## src/hw/rtl/potb_pkg.sv

```systemverilog
// ----------------------------------------------------------------------------
// potb_pkg
// Shared types, codes and helpers for the periodic / one-shot timer bank.
// ----------------------------------------------------------------------------
package potb_pkg;

    localparam int NUM_TIMERS_DEFAULT = 16;

    localparam int TICK_W     = 32;
    localparam int CMD_W      = 3;
    localparam int KIND_W     = 3;
    localparam int IDX_W      = 4;
    localparam int TIU_W      = 5;
    localparam int APB_ADDR_W = 3;
    localparam int APB_DATA_W = 32;

    // register select is paddr[2]
    localparam logic REG_TIMERS_IN_USE = 1'b0;

    localparam logic [TIU_W-1:0]  TIMERS_IN_USE_RESET = 5'd16;
    localparam logic [TICK_W-1:0] TICK_ALL_ONES       = 32'hFFFF_FFFF;

    localparam logic [CMD_W-1:0] CMD_SERVICE     = 3'd0;
    localparam logic [CMD_W-1:0] CMD_INIT        = 3'd1;
    localparam logic [CMD_W-1:0] CMD_START       = 3'd2;
    localparam logic [CMD_W-1:0] CMD_STOP        = 3'd3;
    localparam logic [CMD_W-1:0] CMD_SET_PERIOD  = 3'd4;
    localparam logic [CMD_W-1:0] CMD_REMAINING   = 3'd5;
    localparam logic [CMD_W-1:0] CMD_NEXT_EXPIRY = 3'd6;

    localparam logic [KIND_W-1:0] KIND_FIRED        = 3'd0;
    localparam logic [KIND_W-1:0] KIND_ACK          = 3'd1;
    localparam logic [KIND_W-1:0] KIND_REMAINING    = 3'd2;
    localparam logic [KIND_W-1:0] KIND_NEXT_EXPIRY  = 3'd3;
    localparam logic [KIND_W-1:0] KIND_SERVICE_DONE = 3'd4;

    typedef enum logic [3:0] {
        ST_IDLE,
        ST_DECODE,
        ST_ONE_EX,
        ST_SVC_RD,
        ST_SVC_CALC,
        ST_SVC_UPD,
        ST_NXT_RD,
        ST_NXT_CMP,
        ST_FINAL
    } potb_state_t;

    typedef struct packed {
        logic load_item;
        logic one_ex;
        logic svc_calc;
        logic svc_upd;
        logic nxt_cmp;
        logic final_ex;
    } potb_cmd_t;

    typedef struct packed {
        logic is_service;
        logic is_next;
        logic scan_empty;
        logic scan_last;
        logic fire_due;
        logic out_free;
    } potb_status_t;

    // wrap-safe: a at or after b
    function automatic logic not_before(input logic [TICK_W-1:0] a,
                                        input logic [TICK_W-1:0] b);
        logic [TICK_W-1:0] d;
        d = a - b;
        return ~d[TICK_W-1];
    endfunction

endpackage

```

## src/hw/rtl/potb_regs.sv

```systemverilog
// ----------------------------------------------------------------------------
// potb_regs
// APB-style configuration register: timers_in_use.
// ----------------------------------------------------------------------------
module potb_regs (
    input  logic                               aclk,
    input  logic                               aresetn,
    input  logic                               psel,
    input  logic                               penable,
    input  logic                               pwrite,
    input  logic [potb_pkg::APB_ADDR_W-1:0]    paddr,
    input  logic [potb_pkg::APB_DATA_W-1:0]    pwdata,
    output logic [potb_pkg::APB_DATA_W-1:0]    prdata,
    output logic                               pready,
    output logic [potb_pkg::TIU_W-1:0]         timers_in_use
);
    import potb_pkg::*;

    logic [TIU_W-1:0] tiu_reg;
    logic             wr_en;

    assign pready = 1'b1;
    assign wr_en  = psel & penable & pwrite & pready & (paddr[2] == REG_TIMERS_IN_USE);

    always_ff @(posedge aclk) begin
        if (!aresetn) begin
            tiu_reg <= TIMERS_IN_USE_RESET;
        end else if (wr_en) begin
            tiu_reg <= pwdata[TIU_W-1:0];
        end
    end

    always_comb begin
        prdata = '0;
        if (paddr[2] == REG_TIMERS_IN_USE) begin
            prdata = {{(APB_DATA_W-TIU_W){1'b0}}, tiu_reg};
        end
    end

    assign timers_in_use = tiu_reg;

endmodule

```

## src/hw/rtl/potb_ctrl.sv

```systemverilog
// ----------------------------------------------------------------------------
// potb_ctrl
// Sequencer: decodes the held command and steps the datapath through
// single-timer commands and the service / next-expiry scans.
// ----------------------------------------------------------------------------
module potb_ctrl (
    input  logic                    aclk,
    input  logic                    aresetn,
    input  logic                    s_valid,
    output logic                    s_ready,
    input  potb_pkg::potb_status_t  status,
    output potb_pkg::potb_cmd_t     cmd
);
    import potb_pkg::*;

    potb_state_t state_reg, state_next;

    always_ff @(posedge aclk) begin
        if (!aresetn) begin
            state_reg <= ST_IDLE;
        end else begin
            state_reg <= state_next;
        end
    end

    always_comb begin
        state_next = state_reg;
        unique case (state_reg)
            ST_IDLE: begin
                if (s_valid) state_next = ST_DECODE;
            end
            ST_DECODE: begin
                if ((status.is_service || status.is_next) && status.scan_empty) begin
                    state_next = ST_FINAL;
                end else if (status.is_service) begin
                    state_next = ST_SVC_CALC;
                end else if (status.is_next) begin
                    state_next = ST_NXT_CMP;
                end else begin
                    state_next = ST_ONE_EX;
                end
            end
            ST_ONE_EX: begin
                if (status.out_free) state_next = ST_IDLE;
            end
            ST_SVC_RD:   state_next = ST_SVC_CALC;
            ST_SVC_CALC: state_next = ST_SVC_UPD;
            ST_SVC_UPD: begin
                if (!status.fire_due || status.out_free) begin
                    state_next = status.scan_last ? ST_FINAL : ST_SVC_RD;
                end
            end
            ST_NXT_RD:   state_next = ST_NXT_CMP;
            ST_NXT_CMP: begin
                state_next = status.scan_last ? ST_FINAL : ST_NXT_RD;
            end
            ST_FINAL: begin
                if (status.out_free) state_next = ST_IDLE;
            end
            default:     state_next = ST_IDLE;
        endcase
    end

    always_comb begin
        s_ready       = (state_reg == ST_IDLE);
        cmd.load_item = (state_reg == ST_IDLE) && s_valid;
        cmd.one_ex    = (state_reg == ST_ONE_EX) && status.out_free;
        cmd.svc_calc  = (state_reg == ST_SVC_CALC);
        cmd.svc_upd   = (state_reg == ST_SVC_UPD) && (!status.fire_due || status.out_free);
        cmd.nxt_cmp   = (state_reg == ST_NXT_CMP);
        cmd.final_ex  = (state_reg == ST_FINAL) && status.out_free;
    end

endmodule

```

## src/hw/rtl/potb_dp.sv

```systemverilog
// ----------------------------------------------------------------------------
// potb_dp
// Datapath: timer stores, flags, scan counter, expiry arithmetic and the
// result register.
// ----------------------------------------------------------------------------
module potb_dp #(
    parameter int NUM_TIMERS = potb_pkg::NUM_TIMERS_DEFAULT
) (
    input  logic                            aclk,
    input  logic                            aresetn,
    input  potb_pkg::potb_cmd_t             cmd,
    output potb_pkg::potb_status_t          status,
    input  logic [potb_pkg::TIU_W-1:0]      timers_in_use,
    input  logic [potb_pkg::CMD_W-1:0]      s_command,
    input  logic [potb_pkg::IDX_W-1:0]      s_timer_index,
    input  logic [potb_pkg::TICK_W-1:0]     s_now_ms,
    input  logic [potb_pkg::TICK_W-1:0]     s_period_value,
    input  logic                            s_repeat_mode,
    input  logic                            s_has_handler,
    output logic                            m_valid,
    input  logic                            m_ready,
    output logic [potb_pkg::KIND_W-1:0]     m_result_kind,
    output logic [potb_pkg::IDX_W-1:0]      m_fired_index,
    output logic [potb_pkg::TICK_W-1:0]     m_time_value,
    output logic                            m_none_pending,
    output logic                            m_last_result
);
    import potb_pkg::*;

    localparam int IW    = (NUM_TIMERS > 1) ? $clog2(NUM_TIMERS) : 1;
    localparam int CNT_W = $clog2(NUM_TIMERS + 1);

    // held item
    logic [CMD_W-1:0]  item_cmd_reg;
    logic [IDX_W-1:0]  item_idx_reg;
    logic [TICK_W-1:0] item_now_reg;
    logic [TICK_W-1:0] item_per_reg;
    logic              item_rep_reg;
    logic              item_hnd_reg;

    logic [CNT_W-1:0]  scan_idx_reg;
    logic [CNT_W-1:0]  scan_next;
    logic [CNT_W-1:0]  scan_n;

    logic [NUM_TIMERS-1:0] active_reg;
    logic [NUM_TIMERS-1:0] periodic_reg;
    logic [NUM_TIMERS-1:0] handler_reg;

    logic [TICK_W-1:0] period_mem [NUM_TIMERS];
    logic [TICK_W-1:0] target_mem [NUM_TIMERS];
    logic [TICK_W-1:0] period_rd_reg;
    logic [TICK_W-1:0] target_rd_reg;

    logic              expired_reg;
    logic [TICK_W-1:0] t1_reg;
    logic [TICK_W-1:0] np_reg;

    logic              any_reg;
    logic              due_reg;
    logic              have_reg;
    logic [TICK_W-1:0] earliest_reg;

    logic              m_valid_reg;
    logic [KIND_W-1:0] m_kind_reg;
    logic [IDX_W-1:0]  m_idx_reg;
    logic [TICK_W-1:0] m_time_reg;
    logic              m_none_reg;
    logic              m_last_reg;

    logic              is_scan;
    logic              item_ok;
    logic [IW-1:0]     scan_addr;
    logic [IW-1:0]     item_addr;
    logic [IW-1:0]     rd_addr;
    logic              out_free;

    logic              period_we;
    logic [TICK_W-1:0] period_wd;
    logic              target_we;
    logic [IW-1:0]     target_wa;
    logic [TICK_W-1:0] target_wd;

    logic              out_load;
    logic [KIND_W-1:0] out_kind;
    logic [IDX_W-1:0]  out_idx;
    logic [TICK_W-1:0] out_time;
    logic              out_none;
    logic              out_last;

    logic [TICK_W-1:0] rem_diff;
    logic              fire_due;

    assign is_scan   = (item_cmd_reg == CMD_SERVICE) || (item_cmd_reg == CMD_NEXT_EXPIRY);
    assign item_ok   = (32'(item_idx_reg) < 32'(NUM_TIMERS));
    assign scan_addr = scan_idx_reg[IW-1:0];
    assign item_addr = IW'(item_idx_reg);
    assign rd_addr   = is_scan ? scan_addr : item_addr;
    assign scan_next = scan_idx_reg + CNT_W'(1);
    assign scan_n    = (32'(timers_in_use) > 32'(NUM_TIMERS)) ? CNT_W'(NUM_TIMERS)
                                                              : CNT_W'(timers_in_use);
    assign out_free  = !m_valid_reg || m_ready;
    assign fire_due  = expired_reg && handler_reg[scan_addr];
    assign rem_diff  = target_rd_reg - item_now_reg;

    assign status.is_service = (item_cmd_reg == CMD_SERVICE);
    assign status.is_next    = (item_cmd_reg == CMD_NEXT_EXPIRY);
    assign status.scan_empty = (scan_n == '0);
    assign status.scan_last  = (scan_next == scan_n);
    assign status.fire_due   = fire_due;
    assign status.out_free   = out_free;

    // item capture and scan counter
    always_ff @(posedge aclk) begin
        if (cmd.load_item) begin
            item_cmd_reg <= s_command;
            item_idx_reg <= s_timer_index;
            item_now_reg <= s_now_ms;
            item_per_reg <= s_period_value;
            item_rep_reg <= s_repeat_mode;
            item_hnd_reg <= s_has_handler;
        end
    end

    always_ff @(posedge aclk) begin
        if (!aresetn) begin
            scan_idx_reg <= '0;
        end else if (cmd.load_item) begin
            scan_idx_reg <= '0;
        end else if (cmd.svc_upd || cmd.nxt_cmp) begin
            scan_idx_reg <= scan_next;
        end
    end

    // store write decode
    always_comb begin
        period_we = 1'b0;
        period_wd = item_per_reg;
        target_we = 1'b0;
        target_wa = item_addr;
        target_wd = '0;
        if (cmd.one_ex && item_ok) begin
            unique case (item_cmd_reg)
                CMD_INIT: begin
                    period_we = 1'b1;
                    target_we = 1'b1;
                    target_wd = '0;
                end
                CMD_START: begin
                    target_we = 1'b1;
                    target_wd = item_now_reg + period_rd_reg;
                end
                CMD_SET_PERIOD: begin
                    period_we = 1'b1;
                end
                default: begin
                    period_we = 1'b0;
                end
            endcase
        end else if (cmd.svc_upd && expired_reg && periodic_reg[scan_addr]) begin
            target_we = 1'b1;
            target_wa = scan_addr;
            target_wd = not_before(item_now_reg, t1_reg) ? np_reg : t1_reg;
        end
    end

    always_ff @(posedge aclk) begin
        period_rd_reg <= period_mem[rd_addr];
        target_rd_reg <= target_mem[rd_addr];
        if (period_we) begin
            period_mem[item_addr] <= period_wd;
        end
        if (target_we) begin
            target_mem[target_wa] <= target_wd;
        end
    end

    // flags
    always_ff @(posedge aclk) begin
        if (!aresetn) begin
            active_reg   <= '0;
            periodic_reg <= '0;
            handler_reg  <= '0;
        end else if (cmd.one_ex && item_ok) begin
            unique case (item_cmd_reg)
                CMD_INIT: begin
                    active_reg[item_addr]   <= 1'b0;
                    periodic_reg[item_addr] <= item_rep_reg;
                    handler_reg[item_addr]  <= item_hnd_reg;
                end
                CMD_START: active_reg[item_addr] <= 1'b1;
                CMD_STOP:  active_reg[item_addr] <= 1'b0;
                default:   active_reg <= active_reg;
            endcase
        end else if (cmd.svc_upd && expired_reg && !periodic_reg[scan_addr]) begin
            active_reg[scan_addr] <= 1'b0;
        end
    end

    // service arithmetic
    always_ff @(posedge aclk) begin
        if (cmd.svc_calc) begin
            expired_reg <= active_reg[scan_addr] && not_before(item_now_reg, target_rd_reg);
            t1_reg      <= target_rd_reg + period_rd_reg;
            np_reg      <= item_now_reg + period_rd_reg;
        end
    end

    // earliest search
    always_ff @(posedge aclk) begin
        if (!aresetn) begin
            any_reg  <= 1'b0;
            due_reg  <= 1'b0;
            have_reg <= 1'b0;
        end else if (cmd.load_item) begin
            any_reg  <= 1'b0;
            due_reg  <= 1'b0;
            have_reg <= 1'b0;
        end else if (cmd.nxt_cmp && active_reg[scan_addr]) begin
            any_reg <= 1'b1;
            if (not_before(item_now_reg, target_rd_reg)) begin
                due_reg <= 1'b1;
            end else if (!have_reg || !not_before(target_rd_reg, earliest_reg)) begin
                have_reg <= 1'b1;
            end
        end
    end

    always_ff @(posedge aclk) begin
        if (cmd.load_item) begin
            earliest_reg <= TICK_ALL_ONES;
        end else if (cmd.nxt_cmp && active_reg[scan_addr]
                     && !not_before(item_now_reg, target_rd_reg)
                     && (!have_reg || !not_before(target_rd_reg, earliest_reg))) begin
            earliest_reg <= target_rd_reg;
        end
    end

    // result select
    always_comb begin
        out_load = 1'b0;
        out_kind = KIND_ACK;
        out_idx  = item_idx_reg;
        out_time = '0;
        out_none = 1'b0;
        out_last = 1'b1;
        if (cmd.one_ex) begin
            out_load = 1'b1;
            if (item_cmd_reg == CMD_REMAINING) begin
                out_kind = KIND_REMAINING;
                if (item_ok && active_reg[item_addr] && (rem_diff != '0)
                    && !rem_diff[TICK_W-1]) begin
                    out_time = rem_diff;
                end
            end
        end else if (cmd.svc_upd && fire_due) begin
            out_load = 1'b1;
            out_kind = KIND_FIRED;
            out_idx  = IDX_W'(scan_idx_reg);
            out_last = 1'b0;
        end else if (cmd.final_ex) begin
            out_load = 1'b1;
            out_idx  = '0;
            if (item_cmd_reg == CMD_SERVICE) begin
                out_kind = KIND_SERVICE_DONE;
            end else begin
                out_kind = KIND_NEXT_EXPIRY;
                out_time = due_reg ? item_now_reg : earliest_reg;
                out_none = !due_reg && !any_reg;
            end
        end
    end

    always_ff @(posedge aclk) begin
        if (!aresetn) begin
            m_valid_reg <= 1'b0;
        end else if (out_load) begin
            m_valid_reg <= 1'b1;
        end else if (m_ready) begin
            m_valid_reg <= 1'b0;
        end
    end

    always_ff @(posedge aclk) begin
        if (out_load) begin
            m_kind_reg <= out_kind;
            m_idx_reg  <= out_idx;
            m_time_reg <= out_time;
            m_none_reg <= out_none;
            m_last_reg <= out_last;
        end
    end

    assign m_valid        = m_valid_reg;
    assign m_result_kind  = m_kind_reg;
    assign m_fired_index  = m_idx_reg;
    assign m_time_value   = m_time_reg;
    assign m_none_pending = m_none_reg;
    assign m_last_result  = m_last_reg;

endmodule

```

## src/hw/rtl/periodic_oneshot_timer_bank.sv

```systemverilog
// ----------------------------------------------------------------------------
// periodic_oneshot_timer_bank
// Bank of millisecond timers with service, start/stop and expiry queries.
//
// Init/start/stop/set period/remaining: decode, then execute. Service: read,
// compute, update per timer; next expiry: read, compare per timer. Both end
// in a final state, from decode if no timer is in use; a stalled result
// beat holds its step. Both scan one timer at a time through the single-port
// timer stores. Next beat accepted the cycle after the final result registers.
// Reset: flags and timers_in_use (16) reset at once; period and target stores
// are not reset, so there is no clearing pass.
// ----------------------------------------------------------------------------
module periodic_oneshot_timer_bank #(
    parameter int NUM_TIMERS = potb_pkg::NUM_TIMERS_DEFAULT
) (
    input  logic                            aclk,
    input  logic                            aresetn,
    input  logic                            psel,
    input  logic                            penable,
    input  logic                            pwrite,
    input  logic [potb_pkg::APB_ADDR_W-1:0] paddr,
    input  logic [potb_pkg::APB_DATA_W-1:0] pwdata,
    output logic [potb_pkg::APB_DATA_W-1:0] prdata,
    output logic                            pready,
    input  logic                            s_valid,
    output logic                            s_ready,
    input  logic [potb_pkg::CMD_W-1:0]      s_command,
    input  logic [potb_pkg::IDX_W-1:0]      s_timer_index,
    input  logic [potb_pkg::TICK_W-1:0]     s_now_ms,
    input  logic [potb_pkg::TICK_W-1:0]     s_period_value,
    input  logic                            s_repeat_mode,
    input  logic                            s_has_handler,
    output logic                            m_valid,
    input  logic                            m_ready,
    output logic [potb_pkg::KIND_W-1:0]     m_result_kind,
    output logic [potb_pkg::IDX_W-1:0]      m_fired_index,
    output logic [potb_pkg::TICK_W-1:0]     m_time_value,
    output logic                            m_none_pending,
    output logic                            m_last_result
);
    import potb_pkg::*;

    logic [TIU_W-1:0] timers_in_use;
    potb_cmd_t        cmd;
    potb_status_t     status;

    potb_regs u_regs (
        .aclk          (aclk),
        .aresetn       (aresetn),
        .psel          (psel),
        .penable       (penable),
        .pwrite        (pwrite),
        .paddr         (paddr),
        .pwdata        (pwdata),
        .prdata        (prdata),
        .pready        (pready),
        .timers_in_use (timers_in_use)
    );

    potb_ctrl u_ctrl (
        .aclk    (aclk),
        .aresetn (aresetn),
        .s_valid (s_valid),
        .s_ready (s_ready),
        .status  (status),
        .cmd     (cmd)
    );

    potb_dp #(
        .NUM_TIMERS (NUM_TIMERS)
    ) u_dp (
        .aclk           (aclk),
        .aresetn        (aresetn),
        .cmd            (cmd),
        .status         (status),
        .timers_in_use  (timers_in_use),
        .s_command      (s_command),
        .s_timer_index  (s_timer_index),
        .s_now_ms       (s_now_ms),
        .s_period_value (s_period_value),
        .s_repeat_mode  (s_repeat_mode),
        .s_has_handler  (s_has_handler),
        .m_valid        (m_valid),
        .m_ready        (m_ready),
        .m_result_kind  (m_result_kind),
        .m_fired_index  (m_fired_index),
        .m_time_value   (m_time_value),
        .m_none_pending (m_none_pending),
        .m_last_result  (m_last_result)
    );

endmodule

```

## config.mk

```make
export PLATFORM = sky130hd
export DESIGN_NAME = periodic_oneshot_timer_bank
export DESIGN_NICKNAME = d
export VERILOG_FILES = /design/src/hw/rtl/potb_pkg.sv /design/src/hw/rtl/potb_regs.sv /design/src/hw/rtl/potb_ctrl.sv /design/src/hw/rtl/potb_dp.sv /design/src/hw/rtl/periodic_oneshot_timer_bank.sv
export SDC_FILE = /design/constraint.sdc
export NUM_CORES = 2
export LEC_CHECK = 0
export BUFFER_PORTS_ARGS = -buffer_cell sky130_fd_sc_hd__buf_2
export CAP_MARGIN = 20
export CELL_PAD_IN_SITES_DETAIL_PLACEMENT = 1
export CELL_PAD_IN_SITES_GLOBAL_PLACEMENT = 1
export CORE_UTILIZATION = 53
export CTS_BUF_LIST = sky130_fd_sc_hd__clkbuf_16
export DETAILED_ROUTE_END_ITERATION = 10
export GPL_TIMING_DRIVEN = 0
export PLACE_DENSITY_LB_ADDON = 0.1
export RECOVER_POWER = 100
export REMOVE_ABC_BUFFERS = 1
export SYNTH_ARGS = -nofsm -noshare
export SYNTH_HDL_FRONTEND = slang
export SYNTH_SLANG_ARGS = --single-unit
export TNS_END_PERCENT = 20
```

## constraint.sdc

```tcl
create_clock -name aclk -period 8.48 [get_ports aclk]
set_input_delay 0.424 -clock aclk [delete_from_list [all_inputs] [get_ports aclk]]
set_output_delay 0.424 -clock aclk [all_outputs]
set_load 0.005 [all_outputs]
```

==> metrics.yaml <==
total_area_of_multi_input_combinational_cells_um2: 18300
grt_pass1_vias: 37100
post_route_cells_drive_above_1_share_pct: 15.5
floorplan.die.height_um: 336
flop_and_latch_count_out_of_synthesis: 1365
synth-async-reset-ratio_pct: 0
setup_slack_ns: 1.50
yosys.area.top_type_share_pct: 61.0
fin_nets: 4395
power_density_nw_per_um2: 260
clock_latency_at_the_later_pin_of_the_worst_skew_pair_ns: 0.76
area_growth_pct: 15.1
die_width_um: 336
synthTopCellsByArea: "edfxtp_1 (61%), mux4_2 (10%), dfxtp_1 (5.5%)"
cts.root.buffer_cell: "clkbuf_16"
most-common-layout-cells: "edfxtp_1 (1203), mux4_2 (274), nand2_1 (232)"
worst-endpoint-arrival_ns: 7.34
coreArea_um2: 111000
reg2reg_from: "u_dp.scan_idx_reg[0]$_SDFFE_PP0P_"
io_pins: 191
hold_path_class: "in -> reg"
placement_rows: 122
iter_0_drt_violations: 3010
grt_overflow_total: 0
synth_ff_type: "edfxtp_1"
timing.final.hold_violations: 0
post-route-min-period_ns: 6.98
grt_use_total_pct: 28.6
layout.cells.most_common: "edfxtp_1"
synth.yosys.warnings: 0
grt_first_pass_wirelength_um: 236000
dieArea_um2: 113000
grt_antenna_before_repair: 1
worst_slew_pin_slew_ns: 3.51
numClockSinks: 1365
postRouteAntennaNets: 0
yosys.area.top_type: "edfxtp_1"
min_period_over_period_pct: 82.3
relSlewSlack_pct: -134
largest_registers_ranked_by_flip_flop_count: "u_dp.period_mem (512), u_dp.target_mem (512)"
avgSynthCellArea_um2: 15.6
numPortBuffers: 133
tritoncts_clock_tree: "yes"
layout.filler_cells: 10000
hold_start: "m_ready"
final_count_of_negative_setup_slack_endpoints: 0
placer_s_final_routability_congestion_estimate: 0.874
crit_fanout: 22
start_util_pct: 53.5
irDropWorstVdd_mv: 0.202
failed_checks: "capacitance limit, slew limit"
syn_inst: 3787
setup.worst_path.class: "reg -> reg"
status: "finished with violations"
drt_pass1_iterations: 6
rsz_0062_raised_after_global_routing: "no"
max-cap-violations: 41
clock_tree.htree_level_count: 4
critical_path.startpoint: "u_dp.scan_idx_reg[0]$_SDFFE_PP0P_"
synth_cell_type_count: 74
worst_ep_required_time_ns: 8.84
wl_um: 160000
final-seq-area_um2: 39400
synth-seq-area-share_pct: 66.5
finClkSkew_ns: 0.0332
remaining_drc_errors: 0
dpl.hpwl_um: 108000
fmax_ghz: 0.143
power_leakage_nw: 25.4
crit_path_start_kind: "flip-flop"
tritoncts.num_buffers: 144
routed-via-count: 34900
setup.worst_path.end_class: "flip-flop"
pre_cts_slack_ns: 2.80
vias_per_cell: 6.13
grt_start_max_net_pins: 66
design_power_total_mw: 17.7
final_max_slew_viol_count: 873
worst_setup_hold_path_clk_slew_ns: 0.06
drt-wirelength-per-cell_um: 28.1
number_of_synthesized_flops_with_an_enable_pin: 1203
final_util_pct: 61.5
clock_tree.buffer_depth: 3
syn_area_um2: 59200
==> repair_timing <==
action	in CTS	in global routing
endpoints found under the hold margin	78	0
setup endpoints to repair	0	0
buffers inserted	0	0
hold buffers	78	0
gates resized for setup	0	0
==> metal layers <==
layer / up-vias / part of all wire [%] / global-route usage, %
met4: 0 / 2.3 / 7.66
met3: 262 / 6.1 / 4.54
met1: 18300 / 41 / 37.7
met2: 1202 / 51 / 49.4
li1: 15200 / - / -
met5: - / 0 / 0
==> layout make-up <==
class | count | share of cell area [%]
repair buffers | 348 | 4.78
diodes | 1 | 0.00367
clock buffers | 148 | 5.44
multi-input cells | 2042 | 26.9
clock inverters | 119 | 1.32
inverters | 187 | 1.03
flip-flops and latches | 1365 | 57.8
well taps | 1488 | 2.73
==> report_power, final <==
part	internal (mW)	switching, mW
Combinational	1.53	1.96
Clock	3.43	2.68
Sequential	7.67	0.448
==> worst paths after layout <==
path	to	slack (ns)	cells after the start
max	u_dp.target_mem[14][0]$_DFFE_PP_	1.50	9
min	u_ctrl.state_reg[3]$_SDFFE_PN0P_	0.05	4
max reg2reg	u_dp.target_mem[14][0]$_DFFE_PP_	1.50	9
min reg2reg	u_dp.have_reg$_SDFFE_PP0P_	0.48	2
==> Yosys cell counts (all sizes together), types with 8 or more instances <==
cell type / count
a21boi: 13
nor3: 16
o22ai: 71
a21oi: 118
o21a: 22
and2: 88
xnor2: 69
mux4: 274
a211oi: 74
nor2: 149
edfxtp: 1203
clkbuf: 137
nor2b: 50
mux2i: 98
xor2: 39
ha: 189
dfxtp: 162
o21bai: 15
nand2: 232
o211ai: 14
o21ai: 113
buf: 82
inv: 187
nand3: 52
nand4: 19
a21o: 66
nand2b: 25
a31oi: 120
or2: 8
==> cells by family after synthesis <==
group                      count (synthesis)  synth area share (%)
xor gates and xnor gates                 108                  1.60
DFF                                     1365                  66.5
other                                      2                0.0127
muxes                                    374                  12.1
and+or+nand+nor                          675                  5.49
buffers and inverters                    406                  2.89
AOI/OAI and AO/OA                        665                  7.28
adders and majority gates                192                  4.10
==> metrics by stage <==
| stage | cells | setup TNS (ns) | instance area [µm²] | hold WS, ns |
|---|---|---|---|---|
| detailed placement | 5331 | 0 | 63800 | 0.469 |
| CTS | 5676 | 0 | 69100 | 0.0195 |
| floorplan | 3594 | -1143.37 | 58300 | 0.441 |
| global route | 5697 | 0 | 68100 | 0.0734 |
| global placement | 5215 | -2211.26 | 60800 | 0.458 |
| finish | 5698 | 0 | 68100 | 0.0501 |
==> critical path, stage by stage, from the launching register on <==
cell      delay, ns
dfxtp_1        1.37
mux4_2         0.69
nor2_1         0.11
nor2_1         0.08
o21ai_0        0.55
nor2_1         0.15
nor4_4         0.60
nand4_1        0.28
o32ai_1        1.76
clkbuf_1       0.94
Note: power is estimated with default switching activity, not from simulation.
